===== src/hdl/edmwf_pkg.sv =====
package edmwf_pkg;

  // Field widths
  localparam int ECHO_W   = 20;
  localparam int SCALE_W  = 18;
  localparam int DIST_W   = 15;
  localparam int FRAC_W   = 16;
  localparam int PROD_W   = ECHO_W + SCALE_W;
  localparam int SCALED_W = PROD_W - FRAC_W;

  // Default window depths
  localparam int MEDIAN_TAPS_DEF  = 5;
  localparam int AVERAGE_TAPS_DEF = 5;

  // Configuration port
  localparam int CFG_INDEX_W = 2;
  localparam int CFG_DATA_W  = 18;

  localparam logic [CFG_INDEX_W-1:0] REG_ECHO_SCALE   = 2'd0;
  localparam logic [CFG_INDEX_W-1:0] REG_MIN_DISTANCE = 2'd1;
  localparam logic [CFG_INDEX_W-1:0] REG_MAX_DISTANCE = 2'd2;

  localparam logic [SCALE_W-1:0] ECHO_SCALE_RST   = 18'd71303;
  localparam logic [DIST_W-1:0]  MIN_DISTANCE_RST = 15'd128;
  localparam logic [DIST_W-1:0]  MAX_DISTANCE_RST = 15'd25600;

  // Controller to datapath commands
  typedef struct packed {
    logic mul;        // register echo times scale
    logic clamp;      // clamp and push into the median window
    logic mload;      // copy median window into the work line
    logic sort_step;  // one odd-even transposition pass
    logic msum_step;  // add one entry of the filling mean
    logic div_start;  // launch the divider
    logic div_avg;    // divider operands come from the averaging stage
    logic med_wb;     // store median and push it into the average window
    logic ainit;      // copy average window into its work line
    logic asum_step;  // add one entry of the weighted sum
    logic out_load;   // fill the output register
  } cmd_t;

  // Datapath to controller status
  typedef struct packed {
    logic med_full;   // median window has wrapped
    logic loop_last;  // current loop runs its final step
    logic out_free;   // output register can take a result
  } sts_t;

endpackage


===== src/hdl/edmwf_div.sv =====
module edmwf_div #(
  parameter int NUM_W = 19,
  parameter int DEN_W = 4
) (
  input  logic             clk,
  input  logic             rst,
  input  logic             start,
  input  logic [NUM_W-1:0] num,
  input  logic [DEN_W-1:0] den,
  output logic [NUM_W-1:0] quot,
  output logic             done
);

  localparam int CNT_W = $clog2(NUM_W);

  logic             busy;
  logic [CNT_W-1:0] cnt;
  logic [DEN_W:0]   rem;
  logic [DEN_W:0]   rem_sh;
  logic [DEN_W+1:0] trial;
  logic [NUM_W-1:0] quo;
  logic [DEN_W-1:0] den_r;

  // Shift in the next dividend bit and try a subtract
  always_comb begin
    rem_sh = {rem[DEN_W-1:0], quo[NUM_W-1]};
    trial  = {1'b0, rem_sh} - {2'b00, den_r};
  end

  // Control: one quotient bit per cycle
  always_ff @(posedge clk) begin
    if (rst) begin
      busy <= 1'b0;
      done <= 1'b0;
      cnt  <= '0;
    end else if (start) begin
      busy <= 1'b1;
      done <= 1'b0;
      cnt  <= '0;
    end else if (busy) begin
      cnt <= cnt + CNT_W'(1);
      if (cnt == CNT_W'(NUM_W - 1)) begin
        busy <= 1'b0;
        done <= 1'b1;
      end
    end else begin
      done <= 1'b0;
    end
  end

  // Restoring division; quotient bits replace dividend bits
  always_ff @(posedge clk) begin
    if (start) begin
      quo   <= num;
      rem   <= '0;
      den_r <= den;
    end else if (busy) begin
      if (!trial[DEN_W+1]) begin
        rem <= trial[DEN_W:0];
        quo <= {quo[NUM_W-2:0], 1'b1};
      end else begin
        rem <= rem_sh;
        quo <= {quo[NUM_W-2:0], 1'b0};
      end
    end
  end

  assign quot = quo;

endmodule


===== src/hdl/edmwf_dp.sv =====
module edmwf_dp #(
  parameter int MEDIAN_TAPS  = edmwf_pkg::MEDIAN_TAPS_DEF,
  parameter int AVERAGE_TAPS = edmwf_pkg::AVERAGE_TAPS_DEF,
  parameter int NUM_W        = 19,
  parameter int DEN_W        = 4
) (
  input  logic                               clk,
  input  logic                               rst,
  input  edmwf_pkg::cmd_t                    cmd,
  output edmwf_pkg::sts_t                    sts,
  input  logic [edmwf_pkg::ECHO_W-1:0]       echo_us,
  input  logic                               cfg_valid,
  input  logic [edmwf_pkg::CFG_INDEX_W-1:0]  cfg_index,
  input  logic [edmwf_pkg::CFG_DATA_W-1:0]   cfg_data,
  output logic [NUM_W-1:0]                   div_num,
  output logic [DEN_W-1:0]                   div_den,
  input  logic [NUM_W-1:0]                   div_quot,
  output logic                               out_valid,
  input  logic                               out_ready,
  output logic [edmwf_pkg::DIST_W-1:0]       raw_distance,
  output logic [edmwf_pkg::DIST_W-1:0]       median_distance,
  output logic [edmwf_pkg::DIST_W-1:0]       filtered_distance
);

  localparam int DW      = edmwf_pkg::DIST_W;
  localparam int MT      = MEDIAN_TAPS;
  localparam int AT      = AVERAGE_TAPS;
  localparam int MID     = MT / 2;
  localparam int MCNT_W  = $clog2(MT + 1);
  localparam int ACNT_W  = $clog2(AT + 1);
  localparam int MSUM_W  = DW + $clog2(MT);
  localparam int ASUM_W  = DW + $clog2(AT + 1);
  localparam int ADEN_W  = $clog2(AT * (AT + 1) / 2 + 1);
  localparam int AWT_W   = DW + ADEN_W;
  localparam int LOOP_W  = $clog2(((MT > AT) ? MT : AT) + 1);

  logic [edmwf_pkg::SCALE_W-1:0]  echo_scale;
  logic [DW-1:0]                  min_distance;
  logic [DW-1:0]                  max_distance;
  logic [edmwf_pkg::PROD_W-1:0]   product;
  logic [edmwf_pkg::SCALED_W-1:0] scaled;
  logic [DW-1:0]                  clamped;
  logic [DW-1:0]                  raw;
  logic [DW-1:0]                  med;
  logic [DW-1:0]                  med_value;

  logic [DW-1:0]     mwin [MT];
  logic [DW-1:0]     work [MT];
  logic [DW-1:0]     work_sorted [MT];
  logic [MCNT_W-1:0] mcount;
  logic [MSUM_W-1:0] msum;
  logic              odd;
  logic              med_full;
  logic [LOOP_W-1:0] left;

  logic [DW-1:0]     awin [AT];
  logic [DW-1:0]     awork [AT];
  logic [ACNT_W-1:0] acount;
  logic [ASUM_W-1:0] asum;
  logic [ASUM_W-1:0] asum_next;
  logic [AWT_W-1:0]  awsum;
  logic [ADEN_W-1:0] aden;

  // Configuration registers
  always_ff @(posedge clk) begin
    if (rst) begin
      echo_scale   <= edmwf_pkg::ECHO_SCALE_RST;
      min_distance <= edmwf_pkg::MIN_DISTANCE_RST;
      max_distance <= edmwf_pkg::MAX_DISTANCE_RST;
    end else if (cfg_valid) begin
      case (cfg_index)
        edmwf_pkg::REG_ECHO_SCALE:   echo_scale   <= cfg_data[edmwf_pkg::SCALE_W-1:0];
        edmwf_pkg::REG_MIN_DISTANCE: min_distance <= cfg_data[DW-1:0];
        edmwf_pkg::REG_MAX_DISTANCE: max_distance <= cfg_data[DW-1:0];
        default: ;
      endcase
    end
  end

  // Scale: echo width times Q16 factor
  always_ff @(posedge clk) begin
    if (cmd.mul) begin
      product <= edmwf_pkg::PROD_W'(echo_us) * edmwf_pkg::PROD_W'(echo_scale);
    end
  end

  // Clamp; with crossed limits, below min gives min, else max
  always_comb begin
    scaled = product[edmwf_pkg::PROD_W-1:edmwf_pkg::FRAC_W];
    if (scaled < edmwf_pkg::SCALED_W'(min_distance)) begin
      clamped = min_distance;
    end else if (scaled > edmwf_pkg::SCALED_W'(max_distance)) begin
      clamped = max_distance;
    end else begin
      clamped = scaled[DW-1:0];
    end
  end

  assign med_full = (mcount == MCNT_W'(MT));

  // One odd-even transposition pass over disjoint pairs
  always_comb begin
    for (int i = 0; i < MT; i++) begin
      work_sorted[i] = work[i];
    end
    for (int i = 0; i < MT - 1; i++) begin
      if ((i % 2 == 1) == odd && work[i] > work[i+1]) begin
        work_sorted[i]   = work[i+1];
        work_sorted[i+1] = work[i];
      end
    end
  end

  // Median window, newest entry first
  always_ff @(posedge clk) begin
    if (cmd.clamp) begin
      raw     <= clamped;
      mwin[0] <= clamped;
      for (int i = 1; i < MT; i++) begin
        mwin[i] <= mwin[i-1];
      end
    end
  end

  always_ff @(posedge clk) begin
    if (rst) begin
      mcount <= '0;
    end else if (cmd.clamp && !med_full) begin
      mcount <= mcount + MCNT_W'(1);
    end
  end

  // Median work line: sort passes or mean accumulation
  always_ff @(posedge clk) begin
    if (cmd.mload) begin
      for (int i = 0; i < MT; i++) begin
        work[i] <= mwin[i];
      end
      odd  <= 1'b0;
      msum <= '0;
    end else if (cmd.sort_step) begin
      for (int i = 0; i < MT; i++) begin
        work[i] <= work_sorted[i];
      end
      odd <= !odd;
    end else if (cmd.msum_step) begin
      msum <= msum + MSUM_W'(work[0]);
      for (int i = 0; i < MT - 1; i++) begin
        work[i] <= work[i+1];
      end
      work[MT-1] <= '0;
    end
  end

  // Loop counter shared by all stepped phases
  always_ff @(posedge clk) begin
    if (cmd.mload) begin
      left <= med_full ? LOOP_W'(MT) : LOOP_W'(mcount);
    end else if (cmd.ainit) begin
      left <= LOOP_W'(acount);
    end else if (cmd.sort_step || cmd.msum_step || cmd.asum_step) begin
      left <= left - LOOP_W'(1);
    end
  end

  // Median result: middle of sorted line, or filling mean
  assign med_value = med_full ? work[MID] : div_quot[DW-1:0];

  always_ff @(posedge clk) begin
    if (cmd.med_wb) begin
      med     <= med_value;
      awin[0] <= med_value;
      for (int i = 1; i < AT; i++) begin
        awin[i] <= awin[i-1];
      end
    end
  end

  always_ff @(posedge clk) begin
    if (rst) begin
      acount <= '0;
    end else if (cmd.med_wb && acount != ACNT_W'(AT)) begin
      acount <= acount + ACNT_W'(1);
    end
  end

  // Weighted sum, newest first: running sum added once per step
  assign asum_next = asum + ASUM_W'(awork[0]);

  always_ff @(posedge clk) begin
    if (cmd.ainit) begin
      for (int i = 0; i < AT; i++) begin
        awork[i] <= awin[i];
      end
      asum  <= '0;
      awsum <= '0;
      aden  <= '0;
    end else if (cmd.asum_step) begin
      asum  <= asum_next;
      awsum <= awsum + AWT_W'(asum_next);
      aden  <= aden + ADEN_W'(left);
      for (int i = 0; i < AT - 1; i++) begin
        awork[i] <= awork[i+1];
      end
      awork[AT-1] <= '0;
    end
  end

  // Divider operands
  assign div_num = cmd.div_avg ? NUM_W'(awsum) : NUM_W'(msum);
  assign div_den = cmd.div_avg ? DEN_W'(aden) : DEN_W'(mcount);

  // Output register
  always_ff @(posedge clk) begin
    if (rst) begin
      out_valid <= 1'b0;
    end else if (cmd.out_load) begin
      out_valid <= 1'b1;
    end else if (out_ready) begin
      out_valid <= 1'b0;
    end
  end

  always_ff @(posedge clk) begin
    if (cmd.out_load) begin
      raw_distance      <= raw;
      median_distance   <= med;
      filtered_distance <= div_quot[DW-1:0];
    end
  end

  always_comb begin
    sts.med_full  = med_full;
    sts.loop_last = (left == LOOP_W'(1));
    sts.out_free  = !out_valid || out_ready;
  end

endmodule


===== src/hdl/edmwf_ctrl.sv =====
module edmwf_ctrl (
  input  logic            clk,
  input  logic            rst,
  input  logic            in_valid,
  output logic            in_ready,
  input  edmwf_pkg::sts_t sts,
  input  logic            div_done,
  output edmwf_pkg::cmd_t cmd
);

  typedef enum logic [12:0] {
    S_IDLE  = 13'b0000000000001,
    S_CLAMP = 13'b0000000000010,
    S_MLOAD = 13'b0000000000100,
    S_SORT  = 13'b0000000001000,
    S_MSUM  = 13'b0000000010000,
    S_MDIVS = 13'b0000000100000,
    S_MDIV  = 13'b0000001000000,
    S_MWB   = 13'b0000010000000,
    S_AINIT = 13'b0000100000000,
    S_ASUM  = 13'b0001000000000,
    S_ADIVS = 13'b0010000000000,
    S_ADIV  = 13'b0100000000000,
    S_DONE  = 13'b1000000000000
  } state_t;

  state_t state;
  state_t state_next;

  always_ff @(posedge clk) begin
    if (rst) begin
      state <= S_IDLE;
    end else begin
      state <= state_next;
    end
  end

  // Sequence one request through scale, median, average and output
  always_comb begin
    state_next = state;
    cmd        = '0;
    in_ready   = 1'b0;
    case (state)
      S_IDLE: begin
        in_ready = 1'b1;
        if (in_valid) begin
          cmd.mul    = 1'b1;
          state_next = S_CLAMP;
        end
      end
      S_CLAMP: begin
        cmd.clamp  = 1'b1;
        state_next = S_MLOAD;
      end
      S_MLOAD: begin
        cmd.mload  = 1'b1;
        state_next = sts.med_full ? S_SORT : S_MSUM;
      end
      S_SORT: begin
        cmd.sort_step = 1'b1;
        if (sts.loop_last) begin
          state_next = S_MWB;
        end
      end
      S_MSUM: begin
        cmd.msum_step = 1'b1;
        if (sts.loop_last) begin
          state_next = S_MDIVS;
        end
      end
      S_MDIVS: begin
        cmd.div_start = 1'b1;
        state_next    = S_MDIV;
      end
      S_MDIV: begin
        if (div_done) begin
          state_next = S_MWB;
        end
      end
      S_MWB: begin
        cmd.med_wb = 1'b1;
        state_next = S_AINIT;
      end
      S_AINIT: begin
        cmd.ainit  = 1'b1;
        state_next = S_ASUM;
      end
      S_ASUM: begin
        cmd.asum_step = 1'b1;
        if (sts.loop_last) begin
          state_next = S_ADIVS;
        end
      end
      S_ADIVS: begin
        cmd.div_start = 1'b1;
        cmd.div_avg   = 1'b1;
        state_next    = S_ADIV;
      end
      S_ADIV: begin
        if (div_done) begin
          state_next = S_DONE;
        end
      end
      S_DONE: begin
        // Hold until the output register drains
        if (sts.out_free) begin
          cmd.out_load = 1'b1;
          state_next   = S_IDLE;
        end
      end
      default: begin
        state_next = S_IDLE;
      end
    endcase
  end

endmodule


===== src/hdl/echo_distance_median_weighted_filter_core.sv =====
// Channel  Direction  Handshake             Payload
// in       input      in_valid / in_ready   echo_us[19:0]
// out      output     out_valid / out_ready raw_distance, median_distance,
//                                           filtered_distance [14:0] each
// cfg      input      cfg_valid / cfg_ready cfg_index[1:0], cfg_data[17:0]
//
// One request at a time. The bit-serial divider (19 bits wide at the defaults) runs
// once per request when the median window is full, for the weighted average, and
// twice while it fills, for the mean and then the average. Reset clears windows' fill
// counts, the controller and the divider.
// A finished result waits in the output register while the next request is
// taken; work stalls only at the last step if that register is still full.
module echo_distance_median_weighted_filter_core #(
  parameter int MEDIAN_TAPS  = edmwf_pkg::MEDIAN_TAPS_DEF,
  parameter int AVERAGE_TAPS = edmwf_pkg::AVERAGE_TAPS_DEF
) (
  input  logic                              clk,
  input  logic                              rst,
  input  logic                              in_valid,
  output logic                              in_ready,
  input  logic [edmwf_pkg::ECHO_W-1:0]      echo_us,
  output logic                              out_valid,
  input  logic                              out_ready,
  output logic [edmwf_pkg::DIST_W-1:0]      raw_distance,
  output logic [edmwf_pkg::DIST_W-1:0]      median_distance,
  output logic [edmwf_pkg::DIST_W-1:0]      filtered_distance,
  input  logic                              cfg_valid,
  output logic                              cfg_ready,
  input  logic [edmwf_pkg::CFG_INDEX_W-1:0] cfg_index,
  input  logic [edmwf_pkg::CFG_DATA_W-1:0]  cfg_data
);

  localparam int MSUM_W = edmwf_pkg::DIST_W + $clog2(MEDIAN_TAPS);
  localparam int ADEN_W = $clog2(AVERAGE_TAPS * (AVERAGE_TAPS + 1) / 2 + 1);
  localparam int AWT_W  = edmwf_pkg::DIST_W + ADEN_W;
  localparam int MCNT_W = $clog2(MEDIAN_TAPS + 1);
  localparam int NUM_W  = (MSUM_W > AWT_W) ? MSUM_W : AWT_W;
  localparam int DEN_W  = (MCNT_W > ADEN_W) ? MCNT_W : ADEN_W;

  edmwf_pkg::cmd_t  cmd;
  edmwf_pkg::sts_t  sts;
  logic [NUM_W-1:0] div_num;
  logic [DEN_W-1:0] div_den;
  logic [NUM_W-1:0] div_quot;
  logic             div_done;

  // Registers take a write in any cycle
  assign cfg_ready = 1'b1;

  edmwf_ctrl u_ctrl (
    .clk      (clk),
    .rst      (rst),
    .in_valid (in_valid),
    .in_ready (in_ready),
    .sts      (sts),
    .div_done (div_done),
    .cmd      (cmd)
  );

  edmwf_dp #(
    .MEDIAN_TAPS  (MEDIAN_TAPS),
    .AVERAGE_TAPS (AVERAGE_TAPS),
    .NUM_W        (NUM_W),
    .DEN_W        (DEN_W)
  ) u_dp (
    .clk               (clk),
    .rst               (rst),
    .cmd               (cmd),
    .sts               (sts),
    .echo_us           (echo_us),
    .cfg_valid         (cfg_valid),
    .cfg_index         (cfg_index),
    .cfg_data          (cfg_data),
    .div_num           (div_num),
    .div_den           (div_den),
    .div_quot          (div_quot),
    .out_valid         (out_valid),
    .out_ready         (out_ready),
    .raw_distance      (raw_distance),
    .median_distance   (median_distance),
    .filtered_distance (filtered_distance)
  );

  edmwf_div #(
    .NUM_W (NUM_W),
    .DEN_W (DEN_W)
  ) u_div (
    .clk   (clk),
    .rst   (rst),
    .start (cmd.div_start),
    .num   (div_num),
    .den   (div_den),
    .quot  (div_quot),
    .done  (div_done)
  );

endmodule


===== config.mk =====
export PLATFORM = sky130hd
export DESIGN_NAME = echo_distance_median_weighted_filter_core
export DESIGN_NICKNAME = d
export VERILOG_FILES = /design/src/hdl/edmwf_pkg.sv /design/src/hdl/edmwf_div.sv /design/src/hdl/edmwf_dp.sv /design/src/hdl/edmwf_ctrl.sv /design/src/hdl/echo_distance_median_weighted_filter_core.sv
export SDC_FILE = /design/constraint.sdc
export NUM_CORES = 2
export LEC_CHECK = 0
export ABC_AREA = 0
export CAP_MARGIN = 20
export CORE_MARGIN = 2
export CORE_UTILIZATION = 30
export CTS_CLUSTER_SIZE = 10
export DETAILED_ROUTE_END_ITERATION = 8
export DONT_BUFFER_PORTS = 1
export SYNTH_ARGS = -nofsm -noshare
export SYNTH_HDL_FRONTEND = slang
export SYNTH_SLANG_ARGS = --single-unit
export TNS_END_PERCENT = 30

===== constraint.sdc =====
create_clock -name clk -period 8.61 [get_ports clk]
set_input_delay 0.4305 -clock clk [delete_from_list [all_inputs] [get_ports clk]]
set_output_delay 0.4305 -clock clk [all_outputs]
set_load 0.05 [all_outputs]

==> metrics.md <==
| Metric | Value |
|---|---|
| Vias in the first global route | 24600 |
| P per Cell Area | 246 nW/µm² |
| Largest cells by area after synthesis | edfxtp_1 (33%), fa_1 (16%), ha_1 (9.2%) |
| Gp weighted congestion | 0.861 |
| Ys async rst share | 0% |
| Peak VDD IR | 0.300 mV |
| Post-DP HPWL | 64700 µm |
| Number of I/O port buffers | 0 |
| CTS hold repair buffers | 19 |
| Setup tns final | 0 ps |
| Synthesized area per cell | 10.4 µm² |
| Via/cell ratio | 4.81 |
| Most frequent cell after synthesis | nand2_1 |
| Status | finished, final reports clean |
| Critical Path AT | 7290 ps |
| Number of top-level pins | 93 |
| Row count | 126 |
| LEAKAGE | 16.9 nW |
| #FFs+latches synth | 532 |
| Placed inst area | 37100 µm² |
| CP endpoint kind | flip-flop |
| Synth Flop Type | edfxtp_1 |
| Critical Path RT | 8960 ps |
| Clk sinks | 532 |
| Setup Buffers After CTS | 0 |
| Die Y | 348 µm |
| CTS max path bufs | 3 |
| Largest net degree at the start of global routing | 92 |
| Final Hold Viols | 0 |
| CTS tree | done |
| Die area | 121000 µm² |
| Final setup vio count | 0 |
| Crit path kind | reg -> reg |
| Initial antenna violation count | 5 |
| Worst-margin pin slew | 1110 ps |
| Share of post-route cells with drive strength above 1 | 4.51% |
| Routed len/inst | 18.0 µm |
| CP max FO | 21 |
| Final worst-path cycle share | 80.6% |
| Global-route wire length before repair | 141000 µm |
| Post-Syn Area | 35500 µm² |
| H-tree levels | 3 |
| ANT nets after route | 0 |
| Synthesis warning total | 0 |
| Final nets | 3979 |
| Post-CTS Resized | 0 |
| Layout area overhead | 10.8% |
| Minimum clock period | 6940 ps |
| Area leader, netlist | edfxtp_1 |
| Die X | 348 µm |
| CP max-delay cell | dfxtp_1 |
| Crit path cell chain | nand2_1, fa_1, inv_1, fa_1, fa_1, fa_1, fa_1, inv_1, fa_1, inv_1, ha_1, nand4_1, or4_4, a21oi_4, o211ai_4, o31ai_4, a21o_1, a21oi_2, xnor2_1 |
| Top cells by count, synth | nand2_1 (609), inv_1 (454), edfxtp_1 (393) |
| Max Slew Vio Count | 0 |
| Crit path top cell by count | fa_1 |
| Clk Tree Root Cell | clkbuf_16 |
| Grt total ovfl | 0 |
| Crit start category | flip-flop |
| RSZ-0062 raised after global routing | no |
| Seq/Total Area, Yosys | 41.0% |
| Residual DRC count | 0 |
| Finished Cell Area | 39400 µm² |
| Drt pass-1 iters | 5 |
| Yosys cell types | 89 |
| EDFF count, synth | 393 |
| Max-slew headroom | 25.8% |
| Num CTS Buffers | 66 |
| Min-delay worst type | in -> reg |
| Top-area cell type share of the netlist area | 33.2% |
| Starting Density | 30.2% |
| Syn Nets | 4018 |
| Core outline area | 118000 µm² |
| Cell count after synthesis | 3421 |
| Iteration-0 DRC Markers | 1522 |
| Clk Latency, worst-skew pair | 610 ps |
| Clk slew on worst S/H paths | 60 ps |
| Max-Cap Viols | 0 |
| Max incr delay on CP | 960 ps |
| Worst Skew | 29.7 ps |
| Routed WL | 89500 µm |
| Gr usage total | 14.8% |
| FMAX | 144 MHz |
| Via count | 23900 |
==> worst paths after layout <==
path,cells after the start,slack (ps),endpoint,from
min,2,40,u_dp.echo_scale[6]$_SDFFE_PP0P_,cfg_data[6]
max,19,1670,u_dp.product[33]$_DFFE_PP_,u_dp.echo_scale[9]$_SDFFE_PP1P_
max reg2reg,19,1670,u_dp.product[33]$_DFFE_PP_,u_dp.echo_scale[9]$_SDFFE_PP1P_
min reg2reg,0,440,u_dp.awin[0][60]$_DFFE_PP_,u_dp.awin[0][45]$_DFFE_PP_
==> cell type report <==
class / count / area (µm²)
Fill cell: 11800 / 78400
Clock inverter: 12 / 143
Timing Repair Buffer: 44 / 423
Antenna cell: 1 / 2.50
Multi-Input combinational cell: 2283 / 18700
Inverter: 455 / 1710
Sequential cell: 532 / 14600
Clock buffer: 110 / 1890
Tap cell: 1536 / 1920
==> critical path: cells and delay by family (launching register included) <==
family | cells | cell delay, ps
simple gates | 3 | 920
xor+xnor | 1 | 130
fa+ha+maj | 7 | 3550
flops | 1 | 960
compound gates | 5 | 950
buf+inv | 3 | 170
==> metal layers <==
metal  vias to the layer above  global-route usage, %  wire [µm]
li1                      11300                      -          -
met1                     11900                   20.2      40800
met2                       575                   24.2      41700
met3                       134                   2.56       4950
met4                         4                   4.01       2110
met5                         -                      0         20
==> metrics by stage <==
| stage | utilization [%] | cells | setup slack (ps) | power [mW] | hold WS, ps |
|---|---|---|---|---|---|
| floorplan | - | 3421 | 2150 | 6.13 | 426 |
| global placement | 31.5 | 4828 | 1800 | 7.02 | 428 |
| detailed placement | 31.5 | 4829 | 1670 | 7.10 | 431 |
| CTS | 33.4 | 4970 | 1640 | 9.77 | 7.72 |
| global route | 33.4 | 4972 | 1380 | 10.4 | 38.7 |
| finish | 33.4 | 4973 | 1670 | 9.67 | 38.3 |
==> sequential cells by signal (all words and copies together), names as in the netlist, 4 cells and up <==
register	flops
u_dp.awork	75
u_dp.work	75
u_dp.awin	61
u_dp.mwin	61
u_dp.product	22
u_div.quot	19
u_dp.awsum	19
u_dp.asum	18
u_dp.echo_scale	18
u_dp.msum	18
u_dp.filtered_distance	15
u_dp.max_distance	15
u_dp.median_distance	15
u_dp.min_distance	15
u_dp.raw_distance	15
u_dp.med	14
u_dp.raw	14
u_ctrl.state	13
u_div.cnt	5
u_div.den_r	4
u_div.rem	4
u_dp.aden	4
==> kinds of logic after synthesis <==
logic type	after synthesis	synth area share, %
buf+inv	606	6.48
xor+xnor	72	1.77
other cells	1	0.0106
fa+ha+maj	552	25.6
compound gates	504	9.10
mux	52	1.48
simple gates	1102	14.5
flops	532	41.0
==> power by group <==
| part | internal, mW | switching (mW) |
|---|---|---|
| sequential | 3.02 | 0.102 |
| combinational | 1.69 | 2.24 |
| clock | 1.51 | 1.10 |
==> placed cells by master, fill, tap and decap left out, drive strengths merged, types with 123 or more instances in the layout <==
cell type and n:
a21oi 130, fa 291, ha 261, nand2 610, edfxtp 393, o21ai 149
nor2 123, and2 167, dfxtp 139, inv 459
No activity file was read; power rests on OpenSTA's default activity.
